===== src/rtl/core/smc_pkg.sv =====
// ----------------------------------------------------------------------------
// smc_pkg
// Shared types and constants for the segment mean and centroid block.
// ----------------------------------------------------------------------------
package smc_pkg;

  localparam int unsigned MaxSegsDefault = 512;
  localparam int unsigned MaxDimDefault  = 1024;

  localparam int unsigned LabelW = 9;
  localparam int unsigned CoordW = 10;
  localparam int unsigned ColorW = 8;
  localparam int unsigned CsumW  = 28;
  localparam int unsigned PsumW  = 30;
  localparam int unsigned TallyW = 21;

  typedef enum logic [1:0] {
    ReqAccum = 2'd0,
    ReqQuery = 2'd1,
    ReqClear = 2'd2,
    ReqNone  = 2'd3
  } req_e;

  // Classified command handed from the front end to the back end.
  typedef struct packed {
    req_e              kind;
    logic [LabelW-1:0] label;
    logic              in_range;
    logic [CoordW-1:0] row;
    logic [CoordW-1:0] col;
    logic [ColorW-1:0] blue;
    logic [ColorW-1:0] green;
    logic [ColorW-1:0] red;
  } cmd_t;

  // Queue status seen by the front end.
  typedef struct packed {
    logic full;
    logic empty;
  } qstat_t;

endpackage


===== src/rtl/core/smc_queue.sv =====
// ----------------------------------------------------------------------------
// smc_queue
// Two-entry command FIFO decoupling intake from the statistics engine.
// ----------------------------------------------------------------------------
module smc_queue (
  input  logic            clk_i,
  input  logic            rst_ni,
  input  logic            push_i,
  input  smc_pkg::cmd_t   cmd_i,
  input  logic            pop_i,
  output smc_pkg::cmd_t   cmd_o,
  output smc_pkg::qstat_t qstat_o
);
  import smc_pkg::*;

  cmd_t       mem_q [2];
  logic       wp_q, rp_q;
  logic [1:0] cnt_q, cnt_d;

  assign cnt_d = cnt_q + {1'b0, push_i} - {1'b0, pop_i};

  always_ff @(posedge clk_i or negedge rst_ni) begin
    if (!rst_ni) begin
      wp_q  <= 1'b0;
      rp_q  <= 1'b0;
      cnt_q <= '0;
    end else begin
      if (push_i) wp_q <= ~wp_q;
      if (pop_i)  rp_q <= ~rp_q;
      cnt_q <= cnt_d;
    end
  end

  always_ff @(posedge clk_i) begin
    if (push_i) mem_q[wp_q] <= cmd_i;
  end

  assign cmd_o         = mem_q[rp_q];
  assign qstat_o.full  = cnt_q[1];
  assign qstat_o.empty = (cnt_q == 2'd0);

endmodule


===== config.mk =====
export PLATFORM = sky130hd
export DESIGN_NAME = smc_queue
export DESIGN_NICKNAME = d
export VERILOG_FILES = /design/src/rtl/core/smc_pkg.sv /design/src/rtl/core/smc_queue.sv
export SDC_FILE = /design/constraint.sdc
export NUM_CORES = 1
export LEC_CHECK = 0
export BUFFER_PORTS_ARGS = -buffer_cell sky130_fd_sc_hd__buf_4
export CAP_MARGIN = 40
export CORE_MARGIN = 2
export CORE_UTILIZATION = 35
export DETAILED_ROUTE_END_ITERATION = 10
export HOLD_SLACK_MARGIN = 0.15
export PLACE_DENSITY = 0.63
export SETUP_SLACK_MARGIN = 0.5
export SLEW_MARGIN = 15
export SYNTH_ARGS = -nofsm -noshare
export SYNTH_HDL_FRONTEND = slang
export SYNTH_SLANG_ARGS = --single-unit

===== constraint.sdc =====
create_clock -name clk_i -period 10.3 [get_ports clk_i]
set_input_delay 1.03 -clock clk_i [delete_from_list [all_inputs] [get_ports clk_i]]
set_output_delay 1.03 -clock clk_i [all_outputs]
set_load 0.01 [all_outputs]

Word-level counts from Yosys, hierarchy flattened
Memories as Yosys holds them, arrays and structs flattened.
Index checks and enable logic that the tools add are counted.
- RAM bits: 112
- bits in read-only memories: 0
- bits in latches: 0
- memories: 1
- bits in registers: 4
- input bits: 60
- output and inout bits: 58
- reduce and logical (&&, ||, !) cells: 1
- div/mod/pow operators: 0
- multiply operators: 0
- shift-type cells: 0
- magnitude comparators: 0
- add/sub/neg operators: 2
- bitwise gates (word level): 2
- muxes and demuxes: 2
- eq/ne operators: 0
- memories (name ; depth ; width ; read ports ; clocked after memory_dff ; wr ports ; RTL line ; text):
    mem_q ; 2 ; 56 ; 1 ; 0 ; 1 ; smc_queue.sv:16 ; cmd_t mem_q [2];
- operators by type and width (kind ; count):
    $add 2x1->2 ; 1
    $logic_not 2->1 ; 1
    $mux 1 ; 2
    $not 1->1 ; 2
    $sub 2x1->2 ; 1

Logic depth before layout (Yosys ltp)
Gate-level depths: netlist (run 1).
- depth in word-level cells: 2
- gate-level depth with buffers: 5
- gate-level depth less buffers: 5

Worst setup path before layout (run 1)
OpenSTA, ideal clock, no wires.
- kind: input to register
- start point: in push_i
- end point: mem mem_q[0][0] (netlist bit) (enable)
- stages on the path: 1
- arrival time: 3503 ps
- slack: 6321 ps
- cell sequence: nor2b_1
- word-level cells in the longest chain between the ends: 2
- RTL lines (what ; RTL line ; text):
    from (decl) ; smc_queue.sv:8 ; input logic push_i,
    $mux 1 ; smc_queue.sv:35 ; if (push_i) mem_q[wp_q] <= cmd_i;
    $mux 1 (not written as such) ; smc_queue.sv:35 ;
    to (decl) ; smc_queue.sv:16 ;
No other way between the ends.

==> key figures, run 1 <==
Timing
  – Worst slew pin tran: 0.768 ns
  – Worst setup margin: 7.68 ns
  – Peak Freq: 0.382 GHz
  – Tmin final: 2.62 ns
  – RSZ-0062 raised after global routing: false
  – Tcrit/Tclk final: 25.4%
  – Worst slew margin: 48.8%
  – Final Hold Viols: 0
  – Layout Skew: 0.00465 ns
  – Total negative slack: 0 ns
  – Final setup violation count: 0
  – Max Slew Vio Count: 0

Synthesis
  – Largest family of logic cells by synthesized area: multiplexers
  – Area contributors post-synth: edfxtp_1 (77%), mux2_4 (10%), mux2_2 (6.7%)
  – Synth Flop Type: edfxtp_1
  – Post-synthesis adder-cell area fraction: 0.574%
  – Asr flop ratio synth: 3.45%
  – Count leader, synth: edfxtp_1
  – Syn avg cell area: 23.1 µm²
  – Unique masters post-synth: 14
  – Top post-synthesis cells by count: edfxtp_1 (112), mux2_4 (30), mux2_2 (26), buf_6 (4), dfrtp_1 (4)
  – #FFs+latches synth: 116
  – Fraction of the yosys area taken by sequential cells: 79.4%
  – Synth warn: 0
  – XOR/XNOR share of the synthesized area: 0.947%
  – Post-Syn Area: 0.00436 mm²
  – Post-synth net total: 251
  – Post-synth EDFFs: 112
  – Most area-hungry cell type in the Yosys netlist: edfxtp_1
  – Yosys top cell area share: 77.2%
  – Synth Instances: 189
  – Compound-Gate Fraction of Synth Area: 0%
  – Mux contribution to synthesized area: 17.0%
  – Synth Area in Simple Gates: 0.373%

Placed design
  – Pre-CTS setup slack: 7.59 ns
  – GP Congestion: 0.660
  – Detailed placement HPWL: 4.78 mm
  – # port buffers: 117

Worst setup path
  – CP endpoint kind: output pin
  – Worst EP arrival: 1.59 ns
  – Worst EP required: 9.27 ns
  – CP Launch Type: flip-flop
  – Critical path class: reg2out
  – Crit path max fanout: 29

Job
  – MaxCap Viol Count: 0

Layout
  – Ant. Diodes: 0
  – Layout cells sized above 1: 61.5%
  – Layout area overhead: 38.8%
  – Fill cell count: 998
  – Nets: 384

Power
  – Net Sw Frac: 25.2%
  – Power Internal: 1.32 mW
  – Net Switching: 0.443 mW
  – Leakage power: 2.39 nW
  – Clock power share: 33.4%
  – PwrDens: 291 mW/mm²
  – Sequential Power Share: 37.2%
  – Worst VDD drop: 0.145 mV
  – Part of the power in combinational logic: 29.3%

Hold path
  – Min-Delay Path Class: in2async

Clock network
  – TritonCTS clock tree: yes
  – Clock Tree Buf Depth: 2
  – Cts hold-fix bufs: 0
  – Worst-path clk slew: 0.05 ns
  – Clock tree root buffer cell: clkbuf_16
  – CTS resizes: 0
  – Total CTS buffers: 17
  – Clk_lat worst skew: 0.39 ns
  – H-tree depth: 4
  – Post-CTS Setup Repair Bufs: 0
  – Clock sink count: 116

Detailed routing
  – Routed Antenna Nets: 0
  – DR DRC count: 0
  – DR pass1 iterations: 4
  – Initial DRC Count: 90
  – Routed vias/inst: 4.26
  – Routed vias: 2143
  – Post-Route WL: 7.35 mm
  – WL per Instance: 14.6 µm

Global route
  – Largest net degree at the start of global routing: 36
  – Vias in the first global route: 2241
  – Total track usage: 11.5%
  – First-pass GRT wire length: 11.1 mm
  – Initial antenna violation count: 0
  – Global route overflow: 0

Floorplan
  – Die area: 0.0134 mm²
  – Die height: 116 µm
  – Initial core utilization: 36.1%
  – Die Width: 116 µm
  – Ports: 118
  – Num rows: 40
  – Core region area: 0.0121 mm²

Run status
  – Status: finished, final reports clean
sequential cells by signal, indices dropped and copies added (netlist names):
| signal | count |
|---|---|
| rp_q | 1 |
| wp_q | 1 |
| mem_q | 112 |
| cnt_q | 2 |
worst paths after layout:
check	start	to	slack (ns)	depth (start not counted)
max in group asynchronous	rst_ni	rp_q	9.77	1
worst min register to register	wp_q	wp_q	0.55	1
worst min-delay path	rst_ni	rp_q	0.42	1
min in group clk_i	wp_q	wp_q	0.55	1
worst max register to register	wp_q	mem_q[1][3]	8.36	2
worst max-delay path	rp_q	cmd_o[3]	7.68	3
critical path: stages, from the launching register on:
cell and delay (ns):
dfrtp_4 0.44, buf_12 0.21, mux2_2 0.37, buf_4 0.14
cell families after synthesis:
kind of cell  after synthesis
flops                     116
simple gates                3
mux                        56
buf+inv                     9
fa+ha+maj                   2
xor+xnor                    3
placed cells by master, fill, tap and decap left out:
master / netlist / layout
and2_2: 0 / 1
buf_12: 0 / 2
buf_4: 1 / 119
bufinv_16: 0 / 4
clkbuf_1: 0 / 3
clkbuf_16: 0 / 17
clkinv_1: 0 / 3
clkinv_2: 0 / 3
clkinvlp_4: 0 / 2
dfrtp_1: 4 / 3
dfrtp_4: 0 / 1
edfxtp_1: 112 / 112
ha_1: 2 / 2
inv_1: 2 / 2
mux2_2: 26 / 26
mux2_4: 30 / 30
nor2_1: 1 / 1
nor2b_4: 0 / 1
xor2_1: 2 / 2
xor3_1: 1 / 1
through the flow:
stage	area (µm²)	instances	total power, mW	hold WS (ns)	util (%)
after CTS	6050	503	1.79	0.403	50.2
after detailed placement	5450	471	1.19	0.538	45.2
after global placement	5410	469	1.17	0.523	44.9
after global routing	6050	503	1.84	0.395	50.2
after floorplan	4360	189	0.976	0.455	-
final	6050	503	1.76	0.421	50.2
cell type report:
| type | instances | area [µm²] | area share, % |
|---|---|---|---|
| clock buffer | 20 | 437 | 7.22 |
| clock inverter | 12 | 161 | 2.67 |
| inverter | 2 | 7.51 | 0.124 |
| multi-input combinational | 64 | 835 | 13.8 |
| sequential | 116 | 3470 | 57.3 |
| tap | 168 | 210 | 3.47 |
| timing repair buffer | 121 | 933 | 15.4 |
routing by layer:
layer / GRT usage [%] / up-vias / share of wire [%]
met5: 0 / - / 0
met4: 6.99 / 0 / 1.7
met3: 4.08 / 10 / 6.0
met2: 18.2 / 77 / 50
met1: 13.3 / 1044 / 42
li1: - / 1012 / -
power by group through the flow:
stage	logic [mW]	registers, mW	clock network [mW]
global placement	0.457	0.713	0
detailed placement	0.530	0.665	0
finish	0.516	0.655	0.588
global route	0.554	0.663	0.628
floorplan	0.316	0.660	0
CTS	0.530	0.656	0.602
Power figures use the tool's default switching activity.
==> run 2: changes to the inputs <==
--- a/config.mk
+++ b/config.mk
@@ -5,13 +5,14 @@
 export SDC_FILE = /design/constraint.sdc
 export NUM_CORES = 1
 export LEC_CHECK = 0
+export ABC_AREA = 1
 export BUFFER_PORTS_ARGS = -buffer_cell sky130_fd_sc_hd__buf_4
 export CAP_MARGIN = 40
 export CORE_MARGIN = 2
 export CORE_UTILIZATION = 35
 export DETAILED_ROUTE_END_ITERATION = 10
 export HOLD_SLACK_MARGIN = 0.15
-export PLACE_DENSITY = 0.63
+export PLACE_DENSITY = 0.65
 export SETUP_SLACK_MARGIN = 0.5
 export SLEW_MARGIN = 15
 export SYNTH_ARGS = -nofsm -noshare
==> constraint.sdc (replaced) <==
create_clock -name clk_i -period 2.2 [get_ports clk_i]
set_input_delay 0.22 -clock clk_i [delete_from_list [all_inputs] [get_ports clk_i]]
set_output_delay 0.22 -clock clk_i [all_outputs]
set_load 0.01 [all_outputs]
==> run 2 against run 1 <==
Final area grew 11%. Critical path type unchanged. Flip-flop and latch count unchanged. Clock skew increased by 0.0032 ns. Synthesized cell count up 68%. Worst hold slack improved by 0.12 ns. Global-route usage increased by 3.9 points.
==> key figures, run 2 <==
Detailed routing
  – WL per Instance: 14.0 µm
  – Post-Route WL: 9.67 mm
  – Routed vias/inst: 4.26
  – Initial DRC Count: 133
  – DR pass1 iterations: 4
  – Routed vias: 2938
  – DR DRC count: 0
  – Routed Antenna Nets: 0

Clock network
  – Clk_lat worst skew: 0.40 ns
  – TritonCTS clock tree: yes
  – Clock sink count: 116
  – H-tree depth: 4
  – Clock Tree Buf Depth: 2
  – Total CTS buffers: 17
  – Worst-path clk slew: 0.05 ns
  – Clock tree root buffer cell: clkbuf_16

Synthesis
  – Most area-hungry cell type in the Yosys netlist: edfxtp_1
  – Post-Syn Area: 0.00436 mm²
  – Count leader, synth: edfxtp_1
  – Synth Instances: 317
  – Yosys top cell area share: 77.1%
  – Unique masters post-synth: 13
  – Synth warn: 0
  – Top post-synthesis cells by count: edfxtp_1 (112), inv_1 (63), nand2_1 (62), o21ai_0 (56)
  – #FFs+latches synth: 116
  – Post-synth EDFFs: 112
  – Synth Flop Type: edfxtp_1
  – Asr flop ratio synth: 3.45%
  – Syn avg cell area: 13.8 µm²
  – Area contributors post-synth: edfxtp_1 (77%), o21ai_0 (6.4%), inv_1 (5.4%)
  – Fraction of the yosys area taken by sequential cells: 79.4%
  – Post-synth net total: 379

Floorplan
  – Num rows: 40
  – Initial core utilization: 36.0%
  – Core region area: 0.0121 mm²
  – Die Width: 116 µm
  – Die area: 0.0134 mm²
  – Ports: 118
  – Die height: 116 µm

Layout
  – Final design utilization: 55.6%
  – Layout cells sized above 1: 30.3%
  – Nets: 570
  – Most flops, register: mem_q
  – Most frequent cells in the layout: buf_4 (120), edfxtp_1 (112), inv_1 (62), nand2_1 (61), dlygate4sd3_1 (60)
  – Fill cell count: 1028
  – Commonest non-fill, non-tap cell in the layout: buf_4
  – Layout area overhead: 54.4%
  – Ant. Diodes: 0
  – Register area: 0.00347 mm²
  – Largest registers: mem_q x112, cnt_q x2
  – Area of the multi-input gates: 589 µm²
  – Max reg flops: 112

Worst setup path
  – Critical path cell sequence: buf_16, o21ai_0, buf_4
  – Slowest cell delay on critical path: 0.57 ns
  – Critical-path top delay cell: dfrtp_4
  – Critical path class: reg2out
  – CP endpoint kind: output pin
  – CP Launch Type: flip-flop
  – Worst EP required: 1.98 ns
  – Worst EP arrival: 1.53 ns
  – Crit path max fanout: 28

Global route
  – Total track usage: 15.3%
  – Largest net degree at the start of global routing: 55
  – Vias in the first global route: 3133
  – First-pass GRT wire length: 15.0 mm
  – Global route overflow: 0
  – Initial antenna violation count: 0

Timing
  – Final setup violation count: 0
  – Tmin final: 1.75 ns
  – Worst slew pin tran: 0.430 ns
  – Max Slew Vio Count: 0
  – RSZ-0062 raised after global routing: true
  – Final Hold Viols: 0
  – Tcrit/Tclk final: 79.5%
  – Peak Freq: 0.572 GHz
  – Total negative slack: 0 ns
  – Worst hold slack: 0.544 ns
  – Worst slew margin: 71.3%
  – Layout Skew: 0.00787 ns

Run status
  – Status: finished, final reports clean

Power
  – Leakage power: 2.86 nW
  – PwrDens: 1280 mW/mm²
  – Worst VDD drop: 0.785 mV

Placed design
  – Detailed placement HPWL: 5.16 mm
  – # port buffers: 117
  – GP Congestion: 0.676

Hold path
  – Min-Delay Path Class: in2reg

Job
  – MaxCap Viol Count: 0
## run 2: cell count changes in the layout (fill, tap and decap cells not counted), moves of 3 or more
cell,previous run,this run
nand2_1,0,61
mux2_2,26,0
dlygate4sd3_1,0,60
o21ai_2,0,3
o21ai_1,0,33
inv_1,2,62
o21ai_0,0,20
mux2_4,30,0
buf_16,0,4
## run 2: path summary, 6_finish.rpt
path	startpoint	endpoint	slack, ns	cells past startpoint
max	rp_q	cmd_o[30]	0.45	3
min	cmd_i[8]	mem_q[1][8]	0.54	2
max reg2reg	wp_q	mem_q[1][47]	0.88	3
min reg2reg	wp_q	wp_q	0.56	1
max in group asynchronous	rst_ni	rp_q	1.27	3
min in group asynchronous	rst_ni	cnt_q[0]	0.73	3
## run 2: stage by stage
step                      setup slack, ns  power (mW)  area [µm²]  std cells
after floorplan                     0.507        4.33        4380        317
final                               0.451        8.64        6740        689
after detailed placement            0.733        5.47        5430        593
after global routing                0.394        9.10        6740        689
after CTS                           0.421        8.72        6730        689
after global placement              0.761        5.41        5430        593
## run 2: final cells by class
class / instances / share of cell area (%)
clock buffers: 19 / 6.43
clock inverters: 13 / 2.43
inverters: 63 / 3.57
multi-input cells: 125 / 8.75
flip-flops and latches: 116 / 51.5
well taps: 168 / 3.12
repair buffers: 185 / 24.2
## run 2: repair_timing
item | in CTS | in global routing
setup buffers | 1 | 0
pin swaps | 0 | 0
endpoints found under the setup margin | 55 | 56
cloned | 3 | 0
resized for setup | 24 | 19
hold endpoints to repair | 119 | 0
hold buffers | 60 | 0
## run 2: cell families after synthesis
group	share of synthesized area (%)
AO/OA/AOI/OAI	6.42
buffers and inverters	7.60
adder cells (fa/ha/maj)	0.573
AND/OR/NAND/NOR	5.62
XOR/XNOR	0.402
flip-flops	79.4
## run 2: power by group
part / switching [mW] / internal [mW] / leakage [nW] / total [mW]
combinational: 1.48 / 1.28 / 1.47 / 2.76
clock: 0.897 / 1.87 / 0.294 / 2.77
sequential: 0.167 / 2.95 / 1.10 / 3.11
total: 2.54 / 6.09 / 2.86 / 8.64
## run 2: layer usage
| metal | wire [µm] | share of wire [%] | vias to the layer above | GRT usage, % |
|---|---|---|---|---|
| li1 | - | - | 1450 | - |
| met1 | 4130 | 43 | 1394 | 17.8 |
| met2 | 4970 | 51 | 81 | 26.6 |
| met3 | 405 | 4.2 | 13 | 4.13 |
| met4 | 166 | 1.7 | 0 | 6.98 |
| met5 | 0 | 0 | - | 0 |
## run 2: worst max-delay path, delay by kind of cell, from the launching register on
| kind | cells | cell delay (ns) |
|---|---|---|
| buffers and inverters | 2 | 0.36 |
| flip-flops | 1 | 0.57 |
| AO/OA/AOI/OAI | 1 | 0.19 |
==> run 3: changes to the inputs <==
--- a/config.mk
+++ b/config.mk
@@ -12,7 +12,7 @@
 export CORE_UTILIZATION = 35
 export DETAILED_ROUTE_END_ITERATION = 10
 export HOLD_SLACK_MARGIN = 0.15
-export PLACE_DENSITY = 0.65
+export PLACE_DENSITY = 0.63
 export SETUP_SLACK_MARGIN = 0.5
 export SLEW_MARGIN = 15
 export SYNTH_ARGS = -nofsm -noshare
==> constraint.sdc (replaced) <==
create_clock -name clk_i -period 1.8 [get_ports clk_i]
set_input_delay 0.18 -clock clk_i [delete_from_list [all_inputs] [get_ports clk_i]]
set_output_delay 0.18 -clock clk_i [all_outputs]
set_load 0.01 [all_outputs]
==> run 3 against run 2 <==
Flip-flop and latch count unchanged. Register-to-register slack got worse by 0.28 ns. Setup slack got worse by 0.32 ns. Global-route usage fell by 1.7 points. Non-clock buffer count did not move. Worst hold slack worse by 0.045 ns. Critical path type unchanged. Largest cell class unchanged. Largest power group unchanged.
==> key figures, run 3 (synthesis gave the netlist of run 2 again) <==
Floorplan
  – Initial core utilization: 36.0%
  – Die Width: 116 µm
  – Ports: 118
  – Core region area: 0.0121 mm²
  – Die area: 0.0134 mm²
  – Num rows: 40
  – Die height: 116 µm

Timing
  – Final setup violation count: 0
  – Layout Skew: 0.0119 ns
  – Tmin final: 1.67 ns
  – Worst slew pin tran: 0.229 ns
  – Total negative slack: 0 ns
  – Final Hold Viols: 0
  – Worst hold slack: 0.499 ns
  – Peak Freq: 0.598 GHz
  – Worst slew margin: 84.7%
  – Max Slew Vio Count: 0
  – RSZ-0062 raised after global routing: true
  – Tcrit/Tclk final: 92.9%

Layout
  – Fin area: 0.00675 mm²
  – Layout area overhead: 54.7%
  – Max reg flops: 112
  – Area of the multi-input gates: 599 µm²
  – Layout cells sized above 1: 31.3%
  – Largest registers: mem_q x112, cnt_q x2
  – Commonest non-fill, non-tap cell in the layout: buf_4
  – Register area: 0.00347 mm²
  – Most frequent cells in the layout: buf_4 (118), edfxtp_1 (112), inv_1 (62), nand2_1 (61), dlygate4sd3_1 (60)
  – Ant. Diodes: 0
  – Nets: 570
  – Fill cell count: 984
  – Most flops, register: mem_q

Global route
  – Largest net degree at the start of global routing: 67
  – First-pass GRT wire length: 13.5 mm
  – Global route overflow: 0
  – Vias in the first global route: 2928
  – Total track usage: 13.6%
  – Initial antenna violation count: 0

Worst setup path
  – Slowest cell delay on critical path: 0.54 ns
  – Worst EP required: 1.62 ns
  – Delay-heaviest family, CP: flip-flops
  – Crit path max fanout: 43
  – R2R Path Start: wp_q
  – CP Launch Type: flip-flop
  – Worst EP arrival: 1.49 ns
  – CP startpoint: rp_q
  – CP endpoint kind: output pin
  – Critical-path top delay cell: dfrtp_4
  – Critical path cell sequence: buf_12, o21ai_0, buf_4
  – Bufs and invs on worst path: 2
  – Critical path class: reg2out

Job
  – MaxCap Viol Count: 0

Clock network
  – TritonCTS clock tree: yes
  – Clock Tree Buf Depth: 2
  – Clk_lat worst skew: 0.41 ns
  – Clock sink count: 116
  – H-tree depth: 4
  – Total CTS buffers: 17
  – Clock tree root buffer cell: clkbuf_16
  – Worst-path clk slew: 0.05 ns

Power
  – Worst VDD drop: 0.824 mV
  – PwrDens: 1530 mW/mm²
  – Leakage power: 2.86 nW

Placed design
  – Detailed placement HPWL: 5.34 mm
  – Placed Area: 0.00545 mm²
  – # port buffers: 117
  – GP Congestion: 0.647

Detailed routing
  – Post-Route WL: 9.16 mm
  – DR DRC count: 0
  – DR pass1 iterations: 4
  – Routed vias/inst: 4.25
  – Initial DRC Count: 95
  – Routed vias: 2929
  – WL per Instance: 13.3 µm
  – Routed Antenna Nets: 0

Hold path
  – Hold Path Origin: cmd_i[6]
  – Min-Delay Path Class: in2reg

Run status
  – Status: finished, final reports clean
[run 3: cell types whose count changed in the layout (fill, tap and decap cells not counted), moves of 2 or more]
cell	previous run	this run
clkinv_2	4	6
o21ai_1	33	43
o21ai_0	20	8
clkbuf_1	2	4
o21ai_2	3	5
clkinv_1	4	0
clkbuf_16	17	20
buf_4	120	118
buf_16	4	2
clkinvlp_4	1	3
[run 3: report_power, final]
| group | switching (mW) | internal [mW] |
|---|---|---|
| logic | 1.75 | 1.57 |
| registers | 0.190 | 3.60 |
| clock network | 1.08 | 2.15 |
[run 3: stage by stage]
stage | setup slack [ns] | utilization [%] | power, mW | cells
after CTS | 0.113 | 54.9 | 10.2 | 686
after floorplan | 0.116 | - | 5.29 | 317
after global routing | 0.0489 | 55.7 | 10.9 | 689
final | 0.127 | 55.7 | 10.3 | 689
after global placement | 0.494 | 45.0 | 6.66 | 593
after detailed placement | 0.459 | 45.0 | 6.75 | 593
[run 3: repair_timing]
item	4_1_cts	5_1_grt
gates resized for setup	33	23
pin swaps	0	1
hold endpoints to repair	119	0
hold buffers	60	0
cloned	0	3
buffers inserted	1	0
endpoints found under the setup margin	56	169
[run 3: layer usage]
metal	GRT usage [%]	share of wire (%)	vias up	wire length (µm)
li1	-	-	1445	-
met1	15.0	42	1382	3860
met2	23.4	51	89	4710
met3	4.71	5.0	13	456
met4	7.06	1.5	0	138
met5	0	0	-	0
[run 3: path summary, 6_finish.rpt]
| check | to | slack [ns] | cells after the start |
|---|---|---|---|
| max in group asynchronous | rp_q | 0.87 | 3 |
| min in group asynchronous | cnt_q[0] | 0.72 | 3 |
| setup reg to reg | mem_q[1][50] | 0.60 | 3 |
| hold / removal | mem_q[0][6] | 0.50 | 2 |
| setup / recovery | cmd_o[29] | 0.13 | 3 |
| hold reg to reg | wp_q | 0.56 | 1 |
[run 3: final cells by class]
type	count	share of cell area [%]
Clock buffer	21	6.53
Multi-Input combinational cell	125	8.88
Sequential cell	116	51.4
Tap cell	168	3.11
Clock inverter	11	2.00
Timing Repair Buffer	185	24.5
Inverter	63	3.56
